===== config.mk =====
export PLATFORM = sky130hd
export DESIGN_NAME = rlws_sine
export DESIGN_NICKNAME = d
export VERILOG_FILES = /design/src/rtl/core/rlws_pkg.sv /design/src/rtl/core/rlws_sine.sv
export SDC_FILE = /design/constraint.sdc
export NUM_CORES = 2
export LEC_CHECK = 0
export BUFFER_PORTS_ARGS = -buffer_cell sky130_fd_sc_hd__buf_2
export CORE_MARGIN = 2
export CORE_UTILIZATION = 50
export CTS_CLUSTER_SIZE = 40
export DETAILED_ROUTE_END_ITERATION = 6
export PLACE_DENSITY = 0.66
export SLEW_MARGIN = 20
export SYNTH_ARGS = -nofsm -noshare
export SYNTH_HDL_FRONTEND = slang
export SYNTH_SLANG_ARGS = --single-unit

===== constraint.sdc =====
create_clock -name clk -period 30.6 [get_ports clk]
set_input_delay 3.06 -clock clk [delete_from_list [all_inputs] [get_ports clk]]
set_output_delay 3.06 -clock clk [all_outputs]
set_load 0.02 [all_outputs]

===== src/rtl/core/rlws_pkg.sv =====
// Package for the raster line wave shift block.
// Holds widths, configuration indexes, control types and sine arithmetic helpers.
// No dependencies; every other file of the block but rlws_ram uses it.
package rlws_pkg;

    localparam int PIX_W      = 32;
    localparam int PHASE_W    = 16;
    localparam int AMP_W      = 6;
    localparam int SHIFT_W    = 7;
    localparam int MAG_W      = 16;
    localparam int COL_W      = 12;
    localparam int MAX_SHIFT  = 63;
    localparam int LINE_MAX   = 4096;
    localparam int WIN_DEPTH  = 128;
    localparam int WIN_AW     = 7;
    localparam int FIFO_DEPTH = 4;
    localparam int FIFO_AW    = 2;
    localparam int CFG_IDX_W  = 1;
    localparam int CFG_DATA_W = 16;
    localparam int ACC_W      = 34;
    localparam int OPB_W      = 31;

    localparam logic [CFG_IDX_W-1:0] CFG_AMPLITUDE  = 1'b0;
    localparam logic [CFG_IDX_W-1:0] CFG_PHASE_STEP = 1'b1;

    localparam logic [2:0] STEP_SQUARE = 3'd0;
    localparam logic [2:0] STEP_SCALE  = 3'd5;
    localparam logic [2:0] STEP_ROUND  = 3'd6;

    localparam logic [MAG_W-1:0] MAG_MAX   = 16'd32768;
    localparam logic [13:0]      QUARTER_M = 14'h3FFF;

    typedef enum logic [0:0] {
        ST_RUN,
        ST_FLUSH
    } line_state_t;

    typedef struct packed {
        logic               start;
        logic [PHASE_W-1:0] phase;
    } sine_req_t;

    typedef struct packed {
        logic               busy;
        logic               valid;
        logic [PHASE_W-1:0] phase;
        logic [MAG_W-1:0]   mag;
        logic               neg;
    } sine_rsp_t;

    // Taylor coefficients of the quarter-wave sine in Q2.30, index 0 is the linear term.
    function automatic logic signed [ACC_W-1:0] sine_coef(input logic [2:0] idx);
        logic signed [ACC_W-1:0] c;
        begin
            case (idx)
                3'd0:    c = 34'sd1686629713;
                3'd1:    c = -34'sd693598667;
                3'd2:    c = 34'sd85569306;
                3'd3:    c = -34'sd5026995;
                3'd4:    c = 34'sd172272;
                default: c = '0;
            endcase
            return c;
        end
    endfunction

    // Signed times unsigned, scaled down by 2^30 with truncation toward zero.
    function automatic logic signed [ACC_W-1:0] mul_q30(input logic signed [ACC_W-1:0] a,
                                                        input logic [OPB_W-1:0] b);
        logic [ACC_W-1:0]         ua;
        logic [ACC_W+OPB_W-2:0]   m;
        logic [ACC_W-1:0]         q;
        begin
            ua = a[ACC_W-1] ? (~a + 1'b1) : a;
            m  = ua[ACC_W-2:0] * b;
            q  = m[ACC_W+OPB_W-2:30];
            return a[ACC_W-1] ? $signed(~q + 1'b1) : $signed(q);
        end
    endfunction

endpackage


===== src/rtl/core/rlws_sine.sv =====
// Iterative sine unit: evaluates the quarter-wave polynomial with one shared multiplier.
// Keeps the last result with its phase. Depends on rlws_pkg.
module rlws_sine (
    input  logic                clk,
    input  logic                rst_n,
    input  rlws_pkg::sine_req_t req,
    output rlws_pkg::sine_rsp_t rsp
);

    logic                                 busy_reg, busy_next;
    logic [2:0]                           step_reg, step_next;
    logic [rlws_pkg::OPB_W-1:0]           t_reg, t_next;
    logic [rlws_pkg::OPB_W-1:0]           u_reg, u_next;
    logic signed [rlws_pkg::ACC_W-1:0]    acc_reg, acc_next;
    logic [rlws_pkg::PHASE_W-1:0]         work_phase_reg, work_phase_next;
    logic                                 valid_reg, valid_next;
    logic [rlws_pkg::PHASE_W-1:0]         phase_reg, phase_next;
    logic [rlws_pkg::MAG_W-1:0]           mag_reg, mag_next;
    logic                                 neg_reg, neg_next;

    always_ff @(posedge clk or negedge rst_n)
    begin
        if (!rst_n)
        begin
            busy_reg  <= 1'b0;
            step_reg  <= '0;
            valid_reg <= 1'b0;
            phase_reg <= '0;
            mag_reg   <= '0;
            neg_reg   <= 1'b0;
        end
        else
        begin
            busy_reg  <= busy_next;
            step_reg  <= step_next;
            valid_reg <= valid_next;
            phase_reg <= phase_next;
            mag_reg   <= mag_next;
            neg_reg   <= neg_next;
        end
    end

    always_ff @(posedge clk)
    begin
        t_reg          <= t_next;
        u_reg          <= u_next;
        acc_reg        <= acc_next;
        work_phase_reg <= work_phase_next;
    end

    always_comb
    begin
        logic [14:0]                        q;
        logic signed [rlws_pkg::ACC_W-1:0]  op_a;
        logic [rlws_pkg::OPB_W-1:0]         op_b;
        logic signed [rlws_pkg::ACC_W-1:0]  prod;
        logic [rlws_pkg::ACC_W-1:0]         pos;
        logic [rlws_pkg::ACC_W:0]           rnd;
        logic [19:0]                        scaled;

        busy_next       = busy_reg;
        step_next       = step_reg;
        t_next          = t_reg;
        u_next          = u_reg;
        acc_next        = acc_reg;
        work_phase_next = work_phase_reg;
        valid_next      = valid_reg;
        phase_next      = phase_reg;
        mag_next        = mag_reg;
        neg_next        = neg_reg;

        q = req.phase[14] ? (15'd16384 - {1'b0, req.phase[13:0]})
                          : {1'b0, req.phase[13:0] & rlws_pkg::QUARTER_M};

        op_a = (step_reg == rlws_pkg::STEP_SQUARE) ? $signed({3'b000, t_reg}) : acc_reg;
        op_b = ((step_reg == rlws_pkg::STEP_SQUARE) || (step_reg == rlws_pkg::STEP_SCALE))
               ? t_reg : u_reg;
        prod = rlws_pkg::mul_q30(op_a, op_b);

        pos    = acc_reg[rlws_pkg::ACC_W-1] ? '0 : acc_reg;
        rnd    = {1'b0, pos} + (rlws_pkg::ACC_W+1)'(16384);
        scaled = rnd[34:15];

        if (!busy_reg)
        begin
            if (req.start)
            begin
                busy_next       = 1'b1;
                step_next       = rlws_pkg::STEP_SQUARE;
                t_next          = {q, 16'h0000};
                work_phase_next = req.phase;
            end
        end
        else
        begin
            step_next = step_reg + 3'd1;
            if (step_reg == rlws_pkg::STEP_SQUARE)
            begin
                u_next   = prod[rlws_pkg::OPB_W-1:0];
                acc_next = rlws_pkg::sine_coef(3'd4);
            end
            else if (step_reg == rlws_pkg::STEP_SCALE)
            begin
                acc_next = prod;
            end
            else if (step_reg == rlws_pkg::STEP_ROUND)
            begin
                busy_next  = 1'b0;
                valid_next = 1'b1;
                phase_next = work_phase_reg;
                neg_next   = work_phase_reg[15];
                mag_next   = (scaled > 20'(rlws_pkg::MAG_MAX)) ? rlws_pkg::MAG_MAX
                                                               : scaled[15:0];
            end
            else
            begin
                acc_next = rlws_pkg::sine_coef(3'd4 - step_reg) + prod;
            end
        end
    end

    assign rsp.busy  = busy_reg;
    assign rsp.valid = valid_reg;
    assign rsp.phase = phase_reg;
    assign rsp.mag   = mag_reg;
    assign rsp.neg   = neg_reg;

endmodule


Word level (Yosys, flattened, before mapping). Index checks and enable logic that the tools add are counted.

Register bits: 134. Input bits: 19. Output and inout bits: 35.

Add/subtract/negate cells: 7. $mul: 1. Order comparisons: 1. Eq/ne operators: 7. Mux-type cells: 21. Bitwise operators: 5. Reductions and logical operators: 8.

Operators with widths (number): 34-bit two-way mux (8); 34-bit case mux with 5 select lines (1); 33-bit two-way mux (2); 33-bit by 31-bit multiplier with 64-bit output (1); 33-bit by 15-bit adder with 34-bit output (second input constant) (1); 34-bit by 1-bit adder with 34-bit output (second input constant) (1); 34-bit adder (1); 34-bit NOT (1); 33-bit by 1-bit adder with 33-bit output (second input constant) (1); 33-bit NOT (1); 31-bit two-way mux (1); 19-bit by 16-bit > comparator with 1-bit output (second input constant) (1); 16-bit two-way mux (1); 15-bit by 14-bit subtractor with 15-bit output (first input constant) (1); 14-bit two-way mux (1); 3-bit == test (second input constant) (3); 3-bit by 2-bit == test with 1-bit output (second input constant) (2); 3-bit zero test (2); 3-bit two-way mux (2); 2-bit AND reduction (3); 1-bit two-way mux (5); 4-bit AND reduction (1); 3-bit by 1-bit adder with 3-bit output (second input constant) (1); 3-bit by 1-bit == test with 1-bit output (second input constant) (1); 5 further kinds (7).

Logic depth before layout (Yosys ltp).
Word-level depth: 12. Depth in mapped cells: 58. Gate-level depth less buffers: 54.

Worst setup path after synthesis. Ideal clock, no wire load.

Path type: register -> register. Start: register step_reg[1]. End: register acc_reg[33] (netlist bit), data pin. Library setup time: 0.268 ns. Arrival time: 13.550 ns. Path slack: 16.782 ns. Stages on the path, launching flop included: 53. Buffers on the path: 5. Cells stage by stage: dfrtp_1 > inv_1 > ha_1 > ha_1 > clkbuf_1 > nor2b_1 > clkinv_1 > clkbuf_1 > ha_1 > clkbuf_1 > nand2_1 > or2_2 > o31ai_1 > nand2_1 > xor2_1 > clkbuf_1 > nor2_1 > fa_1 > [17 not listed] > mux2_2 > a22oi_1 > and3_1 > nand4b_2 > nor4b_4 > nor2_1 > xnor2_1 > ha_1 > and3_1 > and2_1 > nand3_1 > or3_1 > o211ai_1 > o311a_4 > o21ai_0 > a211o_1 > a21oi_1 > nor3b_2.

Cells in the longest elaborated chain, start to end: 12.

RTL lines: from (decl) (RTL line rlws_sine.sv:11) `logic [2:0] step_reg, step_next;`; from (signal assigned) (RTL line rlws_sine.sv:35) `step_reg <= step_next;`; 3-bit zero test (RTL line rlws_sine.sv:75, rlws_sine.sv:76, rlws_sine.sv:97); 34-bit two-way mux (RTL line rlws_sine.sv:75) `op_a = (step_reg == rlws_pkg::STEP_SQUARE) ? $signed({3'b000, t_reg}) : acc_reg;`; 33-bit NOT (RTL line rlws_pkg.sv:74) `ua = a[ACC_W-1] ? (~a + 1'b1) : a;`; 33-bit by 1-bit adder with 33-bit output (RTL line rlws_pkg.sv:74); 33-bit two-way mux (RTL line rlws_pkg.sv:74); 33-bit by 31-bit multiplier with 64-bit output (RTL line rlws_pkg.sv:75) `m = ua[ACC_W-2:0] * b;`; 34-bit NOT (RTL line rlws_pkg.sv:77) `return a[ACC_W-1] ? $signed(~q + 1'b1) : $signed(q);`; 34-bit by 1-bit adder with 34-bit output (RTL line rlws_pkg.sv:77); 34-bit two-way mux (RTL line rlws_pkg.sv:77); 34-bit adder (RTL line rlws_sine.sv:117) `acc_next = rlws_pkg::sine_coef(3'd4 - step_reg) + prod;`; 34-bit two-way mux (RTL line rlws_sine.sv:106) `else if (step_reg == rlws_pkg::STEP_ROUND)`; 34-bit two-way mux (RTL line rlws_sine.sv:102) `else if (step_reg == rlws_pkg::STEP_SCALE)`; to (signal assigned) (RTL line rlws_sine.sv:47) `acc_reg <= acc_next;`; to (decl) (RTL line rlws_sine.sv:14) `logic signed [rlws_pkg::ACC_W-1:0] acc_reg, acc_next;`.

Parallel ways exist; a longest one is shown, timed or not. The select of a mux whose other input is x is not followed. A chain may end at the register's enable or synchronous reset.

Worst setup path in the final report. Ends and elaborated chain as after synthesis.

==> flow_metrics.py <==
metrics = {
    "outcome": {
        "status": "finished, final reports clean",
    },
    "grt": {
        "track_usage": 0.343,
        "grt_pass1_wl_mm": 218,
        "antenna_found_initial": 3,
        "grt_remaining_overflow": 0,
        "grt_pass1_vias": 36300,
        "grt_max_degree": 52,
    },
    "route": {
        "firstDrtPassIters": 7,
        "drt_iter0_markers": 2737,
        "via_per_inst": 5.89,
        "via_count": 34000,
        "route.detailed.wl_per_inst_um": 24.6,
        "wl_mm": 142,
        "drc": 0,
        "postRouteAntennaNets": 0,
    },
    "final_layout": {
        "nFillCells": 7711,
        "layout_common_cells": "fa_1 (895), inv_1 (855), nand2_1 (694)",
        "final_nets": 5906,
        "largest_reg_flops": 34,
        "final_common_cell": "fa_1",
        "drive_gt1_frac": 0.0616,
        "antenna_cells": 0,
        "syn2layout_area_growth_pct": 5.31,
    },
    "sta": {
        "maxSlewViolCount": 0,
        "slew-limit-headroom": 0.276,
        "fin_skew_ns": 0.0177,
        "grt_setup_unrepaired": "no",
        "max_slew.worst_pin.slew_ns": 1.08,
        "setup_violations": 0,
        "post-route-period-util": 0.524,
        "setup-tns-final_ns": 0,
        "timing.fmax_mhz": 62.4,
        "whs_ns": 0.469,
        "finalCriticalPeriod_ns": 16.03,
        "final_hold_viol_count": 0,
    },
    "die": {
        "rows": 105,
        "ios": 54,
        "start_util": 0.505,
        "die_width_um": 292,
        "coreArea_um2": 82200,
        "die_area_um2": 85400,
        "die_y_um": 292,
    },
    "setup_path": {
        "endpoint_kind": "flip-flop",
        "slowest_stage": "o31ai_1",
        "cp-startpoint": "step_reg[1]$_DFFE_PN0P_",
        "path_class": "reg -> reg",
        "worstSetupEndpoint": "acc_reg[33]$_SDFFCE_PN0P_",
        "regToRegSetupSlack_ns": 14.57,
        "crit_path_start_kind": "flip-flop",
        "r2r_cells": 50,
        "reg2reg_to": "acc_reg[33]$_SDFFCE_PN0P_",
        "crit_fanout": 45,
        "cpPeakStageDelay_ns": 0.85,
        "worst_path_most_repeated_cell": "fa_1",
        "required_ns": 30.78,
        "rr_startpoint": "step_reg[1]$_DFFE_PN0P_",
        "crit_arrival_ns": 16.21,
    },
    "clock_tree": {
        "numCtsBuffers": 17,
        "clk_pin_slew_ns": 0.07,
        "clk_latency_ns": 0.45,
        "clockBufferDepth": 2,
        "cts_resized": 0,
        "post_cts_buffers": 0,
        "htreeDepth": 4,
        "cts_tree": "yes",
        "cts_hold_buf": 0,
        "cts_root_buf": "clkbuf_16",
        "clock-sinks": 132,
    },
    "synthesis": {
        "yosysWarnings": 0,
        "synth_fa_ha_area_frac": 0.520,
        "synth.area.mux_share": 0.0107,
        "synth_compound_area_frac": 0.0779,
        "synth_ff_type": "edfxtp_1",
        "synth-xor-area-share": 0.0282,
        "synthCells": 4757,
        "synth.cell_area_um2": 41600,
        "synth_top_family_by_area": "adder cells",
        "synth.distinct_cells": 107,
        "synth-simple-area-share": 0.172,
        "ys_seq_elements": 132,
        "async_flop_share": 0.280,
        "ys_seq_area_frac": 0.0909,
        "syn_area_per_cell_um2": 8.74,
        "syn_nets": 5967,
        "synth_edf_count": 95,
    },
    "placed_design": {
        "gp_congestion": 1.04,
        "dp_hpwl_mm": 112,
        "port_buffers": 53,
    },
    "job": {
        "drv_cap": 0,
    },
    "worst_hold_path": {
        "holdCritPathClass": "reg -> reg",
    },
}
==> worst min path at each step <==
stage	from	to	slack, ns	depth (start not counted)
floorplan	valid_reg$_DFFE_PN0P_	valid_reg$_DFFE_PN0P_	0.44	1
global placement	valid_reg$_DFFE_PN0P_	valid_reg$_DFFE_PN0P_	0.44	1
detailed placement	valid_reg$_DFFE_PN0P_	valid_reg$_DFFE_PN0P_	0.45	1
CTS	valid_reg$_DFFE_PN0P_	valid_reg$_DFFE_PN0P_	0.47	1
global route	work_phase_reg[9]$_DFFE_PP_	phase_reg[9]$_DFFE_PN0P_	0.49	1
finish	work_phase_reg[9]$_DFFE_PP_	phase_reg[9]$_DFFE_PN0P_	0.47	1
==> critical path: cells and delay by family, from the launching register on <==
family                     cells  cell delay, ns
adders and majority gates     12            5.71
and+or+nand+nor               16            4.50
AOI/OAI and AO/OA             11            3.12
buffers and inverters          8            1.39
DFF                            1            0.44
xor gates and xnor gates       2            0.38
muxes                          1            0.15
==> layer usage <==
metal	share of wire	global-route usage	up-vias
met5	0.00018	0	-
li1	-	-	14500
met4	0.075	0.205	4
met2	0.46	0.561	1776
met3	0.093	0.0691	484
met1	0.37	0.423	17300
==> logic make-up after synthesis <==
group                      count (synthesis)
AOI/OAI and AO/OA                        484
xor gates and xnor gates                 133
adders and majority gates               1191
buffers and inverters                   1103
DFF                                      132
muxes                                     41
and+or+nand+nor                         1673
==> layout make-up <==
type | instances | area [um2] | share of cell area
repair buffers | 165 | 1110 | 0.0253
clock inverters | 15 | 141 | 0.00323
clock buffers | 17 | 425 | 0.00972
inverters | 858 | 3220 | 0.0736
well taps | 1070 | 1340 | 0.0306
multi-input cells | 3522 | 33800 | 0.771
flip-flops and latches | 132 | 3780 | 0.0863
==> cell usage after synthesis, drive strengths merged (10+ instances only) <==
cell	instances	area [um2]
mux2i	17	170
a22o	17	149
o21ai	95	475
a31oi	19	125
nor3	38	195
and3	15	93.8
a21oi	140	708
o31ai	27	203
nand2b	22	138
nand2	696	2620
o211ai	23	178
xor2	50	438
and2	43	269
mux2	24	274
a21o	32	240
a211oi	14	110
or3	17	106
nor2	675	2530
buf	23	114
a211o	10	87.6
xnor2	83	734
clkbuf	222	833
nor2b	25	156
o21a	22	173
nand4	19	125
dfrtp	37	926
fa	895	17900
edfxtp	95	2850
nand3	48	240
or2	14	87.6
inv	856	3210
ha	296	3700
nor4	14	128
==> metrics by stage <==
step | cells | utilization | cell area, um2 | worst slack, ns
2_1_floorplan | 4757 | - | 41600 | 16.78
3_3_place_gp | 5747 | 0.525 | 43200 | 15.11
3_5_place_dp | 5747 | 0.525 | 43200 | 14.83
4_1_cts | 5779 | 0.532 | 43800 | 14.75
5_1_grt | 5779 | 0.532 | 43800 | 13.61
6_report | 5779 | 0.532 | 43800 | 14.57
Power is left out: the tool's default activity adds up to more than one toggle a clock period on the data nets, which glitch-free logic cannot reach.
